## src/design/rle_pkg.sv

```systemverilog
// rle_pkg: constants shared by the rsa letter block
// no dependencies
package rle_pkg;

   localparam int PRIME_BITS_DEF = 8;
   localparam int RESET_P = 11;
   localparam int RESET_Q = 17;
   localparam int LETTER_OFS = 96;
   localparam int LETTER_LO = 97;
   localparam int LETTER_HI = 122;
   localparam int CSR_IDX_W = 4;

   typedef enum logic [CSR_IDX_W-1:0] {
      CSR_PRIME_P = 4'd0,
      CSR_PRIME_Q = 4'd1
   } csr_idx_type;

endpackage

```

## src/design/rle_rem.sv

```systemverilog
// rle_rem: bit-serial restoring remainder unit, one dividend bit per cycle
// depends on nothing outside this file
module rle_rem #(
   parameter int NW = 16
) (
   input  logic          clock,
   input  logic          reset,
   input  logic          start,
   input  logic [2*NW-1:0] dividend,
   input  logic [NW-1:0] divisor,
   output logic          done,
   output logic [NW-1:0] remainder
);
   localparam int DW = 2 * NW;
   localparam int CW = $clog2(DW + 1);

   logic          busy_ff;
   logic          done_ff;
   logic [CW-1:0] cnt_ff;
   logic [DW-1:0] num_ff;
   logic [NW-1:0] div_ff;
   logic [NW-1:0] rem_ff;
   logic [NW:0]   shifted;
   logic [NW:0]   diff;
   logic [NW-1:0] rem_in;

   always_comb begin
      shifted = {rem_ff, num_ff[DW-1]};
      diff    = shifted - {1'b0, div_ff};
      rem_in  = (shifted >= {1'b0, div_ff}) ? diff[NW-1:0] : shifted[NW-1:0];
   end

   always_ff @(posedge clock) begin
      if (reset) begin
         busy_ff <= 1'b0;
         done_ff <= 1'b0;
         cnt_ff  <= '0;
      end else begin
         done_ff <= 1'b0;
         if (start) begin
            busy_ff <= 1'b1;
            cnt_ff  <= CW'(DW);
            num_ff  <= dividend;
            div_ff  <= divisor;
            rem_ff  <= '0;
         end else if (busy_ff) begin
            num_ff <= num_ff << 1;
            rem_ff <= rem_in;
            cnt_ff <= cnt_ff - CW'(1);
            if (cnt_ff == CW'(1)) begin
               busy_ff <= 1'b0;
               done_ff <= 1'b1;
            end
         end
      end
   end

   assign done      = done_ff;
   assign remainder = rem_ff;

endmodule

```

## src/design/rle_seq.sv

```systemverilog
// rle_seq: sequencer for key derivation and the two modular powers
// depends on rle_pkg and the shared remainder unit rle_rem
module rle_seq #(
   parameter int PW = rle_pkg::PRIME_BITS_DEF
) (
   input  logic          clock,
   input  logic          reset,
   input  logic          cfg_wr,
   input  logic [PW-1:0] prime_p,
   input  logic [PW-1:0] prime_q,
   input  logic          start,
   input  logic [7:0]    letter,
   output logic          busy,
   output logic          rsp_valid,
   output logic [15:0]   rsp_cipher_value,
   output logic [7:0]    rsp_decrypted_letter,
   output logic          rsp_bad_input
);
   import rle_pkg::*;

   localparam int NW = 2 * PW;

   typedef enum logic [3:0] {
      S_IDLE, S_N, S_PHI, S_CHK, S_E_TEST, S_GCD, S_GCD_WAIT,
      S_D_INIT, S_D_STEP, S_X_TEST, S_X_RED, S_X_WAIT
   } state_type;

   state_type     state_ff;
   logic          stale_ff;
   logic [NW-1:0] n_ff, phi_ff, e_ff, d_ff, i_ff, a_ff, b_ff, r_ff;
   logic [NW-1:0] acc_ff, base_ff, ex_ff, cipher_ff;
   logic [2*NW-1:0] prod_ff;
   logic          tgt_ff, phase_ff;
   logic          valid_ff, bad_ff;
   logic [15:0]   cv_ff;
   logic [7:0]    dl_ff;

   logic [NW-1:0]   op_a, op_b;
   logic [2*NW-1:0] prod_in;
   logic            rem_start, rem_done;
   logic [2*NW-1:0] rem_num;
   logic [NW-1:0]   rem_div, rem_val;
   logic [NW:0]     r_init, r_sum;
   logic            bad_letter;
   logic [NW+15:0]  cipher_ext;
   logic [NW+7:0]   plain_ext;

   // single shared multiplier
   always_comb begin
      priority if (state_ff == S_N) begin
         op_a = NW'(prime_p);
         op_b = NW'(prime_q);
      end else if (state_ff == S_PHI) begin
         op_a = NW'(prime_p - PW'(1));
         op_b = NW'(prime_q - PW'(1));
      end else if (state_ff == S_X_WAIT) begin
         op_a = base_ff;
         op_b = base_ff;
      end else begin
         op_a = ex_ff[0] ? acc_ff : base_ff;
         op_b = base_ff;
      end
      prod_in = op_a * op_b;
   end

   always_comb begin
      rem_start = ((state_ff == S_GCD) && (b_ff != '0)) || (state_ff == S_X_RED);
      rem_num   = (state_ff == S_GCD) ? {{NW{1'b0}}, a_ff} : prod_ff;
      rem_div   = (state_ff == S_GCD) ? b_ff : n_ff;
      r_init    = {e_ff, 1'b0} - (NW+1)'(1);
      r_sum     = {1'b0, r_ff} + {1'b0, e_ff};
      bad_letter = (letter < 8'(LETTER_LO)) || (letter > 8'(LETTER_HI));
      cipher_ext = {16'b0, cipher_ff};
      plain_ext  = {8'b0, acc_ff};
   end

   rle_rem #(.NW(NW)) u_rem (
      .clock     (clock),
      .reset     (reset),
      .start     (rem_start),
      .dividend  (rem_num),
      .divisor   (rem_div),
      .done      (rem_done),
      .remainder (rem_val)
   );

   always_ff @(posedge clock) begin
      if (reset) begin
         state_ff <= S_IDLE;
         stale_ff <= 1'b1;
         valid_ff <= 1'b0;
      end else begin
         valid_ff <= 1'b0;
         unique case (state_ff)
            S_IDLE: begin
               if (stale_ff) begin
                  stale_ff <= 1'b0;
                  prod_ff  <= prod_in;
                  state_ff <= S_N;
               end else if (start) begin
                  if (bad_letter) begin
                     valid_ff <= 1'b1;
                     bad_ff   <= 1'b1;
                     cv_ff    <= '0;
                     dl_ff    <= '0;
                  end else if (n_ff == '0) begin
                     valid_ff <= 1'b1;
                     bad_ff   <= 1'b0;
                     cv_ff    <= '0;
                     dl_ff    <= 8'(LETTER_OFS);
                  end else begin
                     acc_ff   <= NW'(1);
                     base_ff  <= NW'(letter - 8'(LETTER_OFS));
                     ex_ff    <= e_ff;
                     phase_ff <= 1'b0;
                     state_ff <= S_X_TEST;
                  end
               end
            end
            S_N: begin
               prod_ff  <= prod_in;
               state_ff <= S_PHI;
            end
            S_PHI: begin
               n_ff     <= prod_ff[NW-1:0];
               prod_ff  <= prod_in;
               state_ff <= S_CHK;
            end
            S_CHK: begin
               phi_ff <= prod_ff[NW-1:0];
               if ((prime_p >= PW'(2)) && (prime_q >= PW'(2)) &&
                   (prod_ff[NW-1:0] > NW'(2))) begin
                  i_ff     <= NW'(2);
                  state_ff <= S_E_TEST;
               end else begin
                  e_ff     <= NW'(2);
                  d_ff     <= NW'(2);
                  state_ff <= S_IDLE;
               end
            end
            S_E_TEST: begin
               if (i_ff >= phi_ff) begin
                  e_ff     <= phi_ff;
                  state_ff <= S_D_INIT;
               end else begin
                  a_ff     <= phi_ff;
                  b_ff     <= i_ff;
                  state_ff <= S_GCD;
               end
            end
            S_GCD: begin
               if (b_ff == '0) begin
                  if (a_ff == NW'(1)) begin
                     e_ff     <= i_ff;
                     state_ff <= S_D_INIT;
                  end else begin
                     i_ff     <= i_ff + NW'(1);
                     state_ff <= S_E_TEST;
                  end
               end else begin
                  state_ff <= S_GCD_WAIT;
               end
            end
            S_GCD_WAIT: begin
               if (rem_done) begin
                  a_ff     <= b_ff;
                  b_ff     <= rem_val;
                  state_ff <= S_GCD;
               end
            end
            S_D_INIT: begin
               r_ff     <= (r_init >= {1'b0, phi_ff}) ? NW'(r_init - {1'b0, phi_ff})
                                                      : r_init[NW-1:0];
               i_ff     <= NW'(2);
               state_ff <= S_D_STEP;
            end
            S_D_STEP: begin
               if (i_ff >= phi_ff) begin
                  d_ff     <= phi_ff;
                  state_ff <= S_IDLE;
               end else if (r_ff == '0) begin
                  d_ff     <= i_ff;
                  state_ff <= S_IDLE;
               end else begin
                  r_ff <= (r_sum >= {1'b0, phi_ff}) ? NW'(r_sum - {1'b0, phi_ff})
                                                    : r_sum[NW-1:0];
                  i_ff <= i_ff + NW'(1);
               end
            end
            S_X_TEST: begin
               if (ex_ff == '0) begin
                  if (!phase_ff) begin
                     cipher_ff <= acc_ff;
                     base_ff   <= acc_ff;
                     acc_ff    <= NW'(1);
                     ex_ff     <= d_ff;
                     phase_ff  <= 1'b1;
                  end else begin
                     valid_ff <= 1'b1;
                     bad_ff   <= 1'b0;
                     cv_ff    <= cipher_ext[15:0];
                     dl_ff    <= plain_ext[7:0] + 8'(LETTER_OFS);
                     state_ff <= S_IDLE;
                  end
               end else begin
                  prod_ff  <= prod_in;
                  tgt_ff   <= ex_ff[0];
                  state_ff <= S_X_RED;
               end
            end
            S_X_RED: begin
               state_ff <= S_X_WAIT;
            end
            S_X_WAIT: begin
               if (rem_done) begin
                  if (tgt_ff) begin
                     acc_ff   <= rem_val;
                     prod_ff  <= prod_in;
                     tgt_ff   <= 1'b0;
                     state_ff <= S_X_RED;
                  end else begin
                     base_ff  <= rem_val;
                     ex_ff    <= ex_ff >> 1;
                     state_ff <= S_X_TEST;
                  end
               end
            end
            default: state_ff <= S_IDLE;
         endcase
         if (cfg_wr) begin
            stale_ff <= 1'b1;
         end
      end
   end

   assign busy                 = (state_ff != S_IDLE) || stale_ff;
   assign rsp_valid            = valid_ff;
   assign rsp_cipher_value     = cv_ff;
   assign rsp_decrypted_letter = dl_ff;
   assign rsp_bad_input        = bad_ff;

endmodule

```

## src/design/rsa_letter_encrypt_decrypt.sv

```systemverilog
// rsa_letter_encrypt_decrypt: top level with prime registers, depends on rle_pkg, rle_seq, rle_rem
// each request runs a modular power with e, then one with d, one step per exponent bit,
// each step a reduction of the squared base, with a multiply and reduction first for a set bit
// bad letters and a zero modulus: result taken in the cycle after the accepting edge
// throughput: one request at a time, the next one accepted at the edge that takes the result
// reset and prime writes hold busy high while e and d are derived again; results never stall
module rsa_letter_encrypt_decrypt #(
   parameter int PRIME_BITS = rle_pkg::PRIME_BITS_DEF
) (
   input  logic                         clock,
   input  logic                         reset,
   input  logic                         start,
   output logic                         busy,
   input  logic [7:0]                   req_letter,
   output logic                         rsp_valid,
   output logic [15:0]                  rsp_cipher_value,
   output logic [7:0]                   rsp_decrypted_letter,
   output logic                         rsp_bad_input,
   input  logic                         csr_valid,
   output logic                         csr_ready,
   input  logic [rle_pkg::CSR_IDX_W-1:0] csr_index,
   input  logic [PRIME_BITS-1:0]        csr_wdata
);
   import rle_pkg::*;

   logic [PRIME_BITS-1:0] prime_p_ff;
   logic [PRIME_BITS-1:0] prime_q_ff;
   logic                  csr_wr;
   logic                  cfg_wr;

   assign csr_ready = 1'b1;
   assign csr_wr    = csr_valid && csr_ready;
   assign cfg_wr    = csr_wr && ((csr_index == CSR_PRIME_P) || (csr_index == CSR_PRIME_Q));

   always_ff @(posedge clock) begin
      if (reset) begin
         prime_p_ff <= PRIME_BITS'(RESET_P);
         prime_q_ff <= PRIME_BITS'(RESET_Q);
      end else if (csr_wr) begin
         if (csr_index == CSR_PRIME_P) begin
            prime_p_ff <= csr_wdata;
         end else if (csr_index == CSR_PRIME_Q) begin
            prime_q_ff <= csr_wdata;
         end
      end
   end

   rle_seq #(.PW(PRIME_BITS)) u_seq (
      .clock                (clock),
      .reset                (reset),
      .cfg_wr               (cfg_wr),
      .prime_p              (prime_p_ff),
      .prime_q              (prime_q_ff),
      .start                (start),
      .letter               (req_letter),
      .busy                 (busy),
      .rsp_valid            (rsp_valid),
      .rsp_cipher_value     (rsp_cipher_value),
      .rsp_decrypted_letter (rsp_decrypted_letter),
      .rsp_bad_input        (rsp_bad_input)
   );

endmodule

```

## config.mk

```make
export PLATFORM = sky130hd
export DESIGN_NAME = rsa_letter_encrypt_decrypt
export DESIGN_NICKNAME = d
export VERILOG_FILES = /design/src/design/rle_pkg.sv /design/src/design/rle_rem.sv /design/src/design/rle_seq.sv /design/src/design/rsa_letter_encrypt_decrypt.sv
export SDC_FILE = /design/constraint.sdc
export NUM_CORES = 1
export LEC_CHECK = 0
export ABC_CLOCK_PERIOD_IN_PS = 8930
export BUFFER_PORTS_ARGS = -buffer_cell sky130_fd_sc_hd__buf_4
export CORE_UTILIZATION = 55
export DETAILED_ROUTE_END_ITERATION = 6
export MAX_ROUTING_LAYER = met4
export PLACE_DENSITY = 0.68
export SYNTH_ARGS = -nofsm -noshare
export SYNTH_HDL_FRONTEND = slang
export SYNTH_HIERARCHICAL = 1
export SYNTH_SLANG_ARGS = --single-unit
```

## constraint.sdc

```tcl
create_clock -name clock -period 8.93 [get_ports clock]
set_clock_uncertainty 0.05 [all_clocks]
set_input_delay 1.786 -clock clock [delete_from_list [all_inputs] [get_ports clock]]
set_output_delay 1.786 -clock clock [all_outputs]
set_load 0.01 [all_outputs]
```

==> results.toml, run 1 <==
[clock_network]
path_clk_slew_ns = 0.06
clkLatencyLatePin_ns = 0.58
clockRootBuffer = "clkbuf_16"
cts_sinks = 345
htree_levels = 2
tritoncts = "yes"
clock_path_buffers = 3
cts_buffers = 39
postCtsHoldBufs = 0

[worst_setup_path]
cp_top_family = "adder cells"
cp_num_buf_inv = 5
slowest_delay_ns = 0.65
critPathMaxFanout = 16
cp.arrival_ns = 8.83
crit_top_cell = "fa_1"
worstSetupEndpointType = "flop"
worst_path_max_delay_cell = "nor3_2"
crit_type = "flop to flop"
crit_path_start_kind = "flop"
cp.required_ns = 9.20

[global_route]
use_met2 = 0.487
met3_usage = 0.0375
grt_max_degree = 53
grt_antenna_before_repair = 0
top_usage_layer = "met2"
grt_pass1_wl_mm = 121
met1_usage = 0.472
grt_pass1_vias = 20300
grt_overflow = 0
grtUsageTotal = 0.324

[floorplanning]
rows = 81
die_area_um2 = 50700
die_height_um = 225
core_um2 = 49100
start_util = 0.559
die-width_um = 225
io_pins = 52

[synthesis]
async_reset_ff_frac = 0
yosysWarnings = 6
synth_seq_cells = 345
syn_area_per_cell_um2 = 10.1
synth.distinct_cells = 80
ys.flop_type = "edfxtp_1"
synth_top_area_cell = "edfxtp_1"
syn_area_um2 = 27400
synth_edf_count = 315
yosys-top-cells-area = "edfxtp_1 (35%), fa_1 (14%), ha_1 (8.9%)"
synth_fp_nets = 3132
yosysSeqAreaShare = 0.367
synth_top_cell_area_share = 0.345
netlist_instances = 2717

[sta]
slew_headroom = 0.198
tightest_slew_ns = 1.19
max_clock_freq_ghz = 0.117
slew_violations = 0
timing.final.crit_share = 0.959
setup-violations-final = 0
hold_ws_ns = 0.436
hold_violations = 0
min_period_ns = 8.57

[cells_and_area]
final_cells = 3461
multiInputGateArea_um2 = 15900
nNetsFinal = 3182
nFillCells = 4192
n_antenna_cell = 0
reg_top3 = "u_seq/prod_ff x32, u_seq/u_rem/num_ff x32"
syn_to_final_growth_pct = 9.73
seq_area_um2 = 10100
drive_above_1_share = 0.108

[routing]
num_vias = 20700
ant_nets = 0
drt-total-wl_mm = 78.1
first_pass_iters = 6
drc = 0
drt_iter0_markers = 1986
wire_per_inst_um = 22.6
drt-vias-per-instance = 5.98

[placed_design]
io_buffers = 50
place.gp.congestion = 0.998
hpwl_mm = 62.6
dp_cells = 3390

[job]
drv_cap = 0

[hold_path]
hp-class = "flop to flop"

[run_status]
status = "finished clean"
==> per-layer routing <==
metal	wire length, um	vias to the layer above
li1	-	9463
met1	35700	10300
met2	35300	834
met3	5500	106
met4	1610	0
met5	0	-
==> Yosys cell counts, types with 37 or more instances <==
library cell    n
mux2_2         78
edfxtp_1      315
ha_1          194
nand3_1        39
inv_1         316
clkbuf_1       79
a21oi_1       138
o21ai_0        99
nor2_1        276
and2_1         58
nand2_1       278
xor2_1         45
nor4_1         37
mux2i_1        55
fa_1          197
a21o_1         45
xnor2_1        64
nand2b_1       42
==> cell type report <==
type | instances | share of cell area
sequential | 345 | 0.334
timing repair buffer | 107 | 0.0267
tap | 664 | 0.0276
inverter | 316 | 0.0394
clock buffer | 42 | 0.0328
clock inverter | 29 | 0.0114
multi-input combinational | 1958 | 0.528
==> kinds of logic after synthesis <==
kind of cell,after synthesis,share of synthesized area
AO/OA/AOI/OAI,474,0.113
AND/OR/NAND/NOR,849,0.142
adder cells (fa/ha/maj),391,0.232
other,1,0.000137
buffers and inverters,414,0.0582
flip-flops,345,0.367
multiplexers,134,0.0525
XOR/XNOR,109,0.0348
==> cell usage in the layout, fill, tap and decap left out, types with 21 or more instances in the layout <==
| master | instances |
|---|---|
| a21o_1 | 45 |
| ha_1 | 194 |
| nand3_1 | 39 |
| xnor2_1 | 64 |
| a22oi_1 | 21 |
| and2_1 | 58 |
| inv_1 | 316 |
| mux2i_1 | 55 |
| dfxtp_1 | 30 |
| nand2_1 | 278 |
| edfxtp_1 | 315 |
| nand2b_1 | 42 |
| o21ai_0 | 98 |
| nor2_1 | 269 |
| buf_4 | 107 |
| clkbuf_16 | 39 |
| nor3_1 | 23 |
| xor2_1 | 45 |
| a211oi_1 | 27 |
| fa_1 | 197 |
| mux2_2 | 78 |
| nor4_1 | 35 |
| a21oi_1 | 138 |
==> metrics by stage <==
stage,utilization,TNS [ns],setup slack [ns],instance area (um2)
6_report,0.613,0,0.362,30100
5_1_grt,0.613,-0.0166,-0.0166,30100
4_1_cts,0.613,0,0.450,30100
3_5_place_dp,0.586,0,0.473,28700
3_3_place_gp,0.586,0,0.633,28700
2_1_floorplan,-,0,1.27,27400
==> final timing paths <==
check        depth (start not counted)                            from  slack, ns                           end
max                                 25  u_seq/state_ff[1]$_SDFFE_PP0P_       0.36   u_seq/prod_ff[30]$_DFFE_PP_
min                                  0   u_seq/acc_ff[6]$_SDFFCE_PN0P_       0.44  u_seq/cipher_ff[6]$_DFFE_PP_
max reg2reg                         25  u_seq/state_ff[1]$_SDFFE_PP0P_       0.36   u_seq/prod_ff[30]$_DFFE_PP_
min reg2reg                          0   u_seq/acc_ff[6]$_SDFFCE_PN0P_       0.44  u_seq/cipher_ff[6]$_DFFE_PP_
==> what timing repair did <==
item | in CTS | in global routing
gates resized for setup | 0 | 2
setup buffers | 0 | 0
setup endpoints to repair | 0 | 4
Power of run 1 is not shown: default switching activity piles up to over one toggle a cycle in this logic, so the estimate is an artifact.
==> run 2, diff against run 1 <==
GPL_TIMING_DRIVEN = 0   (was default)
==> run 2 against run 1 <==
Net effect: worst hold slack better by 0.0032 ns; wire length grew 1.6%; utilization grew 0.49 points; critical path depth stayed put; register-to-register slack hardly changed; flip-flop and latch count unchanged; first-iteration DRC count grew 19%; global-route usage grew 0.65 points; critical endpoint is now u_seq/prod_ff[31]$_DFFE_PP_; largest cell class unchanged.
==> results.toml, run 2 (synthesized netlist as in run 1, its figures left out) <==
[run_status]
status = "finished clean"

[floorplanning]
rows = 81
start_util = 0.559
die_height_um = 225
die-width_um = 225
core_um2 = 49100
io_pins = 52
die_area_um2 = 50700

[job]
drv_cap = 0

[cells_and_area]
n_antenna_cell = 0
mostFrequentLayoutCell = "inv_1"
final_cells = 3508
most-common-layout-cells = "inv_1 (316), edfxtp_1 (315), nand2_1 (277)"
nNetsFinal = 3229
syn_to_final_growth_pct = 10.6
final_area_um2 = 30300
drive_above_1_share = 0.108
reg_top3 = "u_seq/prod_ff x32, u_seq/u_rem/num_ff x32"

[clock_network]
cts_sinks = 345
htree_levels = 2
cts_buffers = 39
clkLatencyLatePin_ns = 0.56
clock_path_buffers = 3
path_clk_slew_ns = 0.06
tritoncts = "yes"
clockRootBuffer = "clkbuf_16"

[placed_design]
dpl-instance-area_um2 = 28800
hpwl_mm = 63.3
io_buffers = 50
dp_cells = 3442
pre_cts_ws_ns = -0.981
place.gp.congestion = 0.998

[sta]
min_period_ns = 8.58
slew_headroom = 0.164
max_clock_freq_ghz = 0.117
setup-violations-final = 0
slew_violations = 0
timing.final.ws_setup_ns = 0.353
hold_ws_ns = 0.439
tightest_slew_ns = 1.25
rsz0062_at_grt = "no"
hold_violations = 0
timing.final.crit_share = 0.960

[hold_path]
hp-class = "flop to flop"

[global_route]
grt_pass1_wl_mm = 122
grt_overflow = 0
grt_antenna_before_repair = 2
grt_max_degree = 34
grt_pass1_vias = 20800
grtUsageTotal = 0.331

[worst_setup_path]
critPathMaxFanout = 10
cp.arrival_ns = 8.82
crit_type = "flop to flop"
worstSetupEndpointType = "flop"
cp.required_ns = 9.17
crit_path_start_kind = "flop"

[routing]
wire_per_inst_um = 22.6
drt_iter0_markers = 2365
num_vias = 21000
first_pass_iters = 6
drc = 0
ant_nets = 0
drt-total-wl_mm = 79.4
drt-vias-per-instance = 6.00
[run 2: worst paths after layout]
| check | startpoint | endpoint | slack [ns] | cells past startpoint |
|---|---|---|---|---|
| worst max-delay path | u_seq/state_ff[2]$_SDFFE_PP0P_ | u_seq/prod_ff[31]$_DFFE_PP_ | 0.35 | 25 |
| worst min-delay path | u_seq/acc_ff[14]$_SDFFCE_PN0P_ | u_seq/cipher_ff[14]$_DFFE_PP_ | 0.44 | 0 |
| worst max register to register | u_seq/state_ff[2]$_SDFFE_PP0P_ | u_seq/prod_ff[31]$_DFFE_PP_ | 0.35 | 25 |
| worst min register to register | u_seq/acc_ff[14]$_SDFFCE_PN0P_ | u_seq/cipher_ff[14]$_DFFE_PP_ | 0.44 | 0 |
[run 2: repair_timing]
action | 4_1_cts | 5_1_grt
hold buffers | 0 | 0
endpoints found under the setup margin | 16 | 11
pin swaps | 0 | 2
setup buffers | 0 | 3
resized for setup | 30 | 57
[run 2: area by class of cell]
cell class,count,area (um2)
clock inverter,25,255
tap,664,831
sequential,345,10100
inverter,316,1190
timing repair buffer,64,532
multi-input combinational,1958,16000
fill,4186,18700
clock buffer,46,1010
buffer,90,414
[run 2: stage by stage]
step / setup TNS, ns / utilization
6_report: 0 / 0.618
5_1_grt: 0 / 0.618
4_1_cts: 0 / 0.616
3_5_place_dp: -9.00 / 0.588
3_3_place_gp: -8.03 / 0.584
2_1_floorplan: 0 / -
[run 2: per-layer routing]
layer  global-route usage  vias up  wire length (um)
met3               0.0576      116              7040
met5                    -        -                 0
met4               0.0865        0              2110
met2                0.489      907             35300
li1                     -     9578                 -
met1                0.471    10400             34900
[run 2: critical path, stage by stage (launching register included)]
cell	delay (ns)
dfxtp_1	0.39
nand2b_1	0.41
o21ai_4	0.42
buf_2	0.35
nand2_1	0.09
a21oi_1	0.36
a221o_2	0.41
nand2_1	0.14
fa_1	0.55
inv_1	0.05
fa_1	0.49
inv_1	0.06
fa_1	0.54
inv_1	0.05
fa_1	0.48
fa_1	0.56
fa_1	0.50
ha_1	0.40
nand3_1	0.18
or4b_2	0.67
o221ai_1	0.23
a21oi_1	0.18
a41oi_1	0.23
a21oi_1	0.15
o21ai_0	0.24
xnor2_1	0.11
Power of run 2 is left out for the same reason.
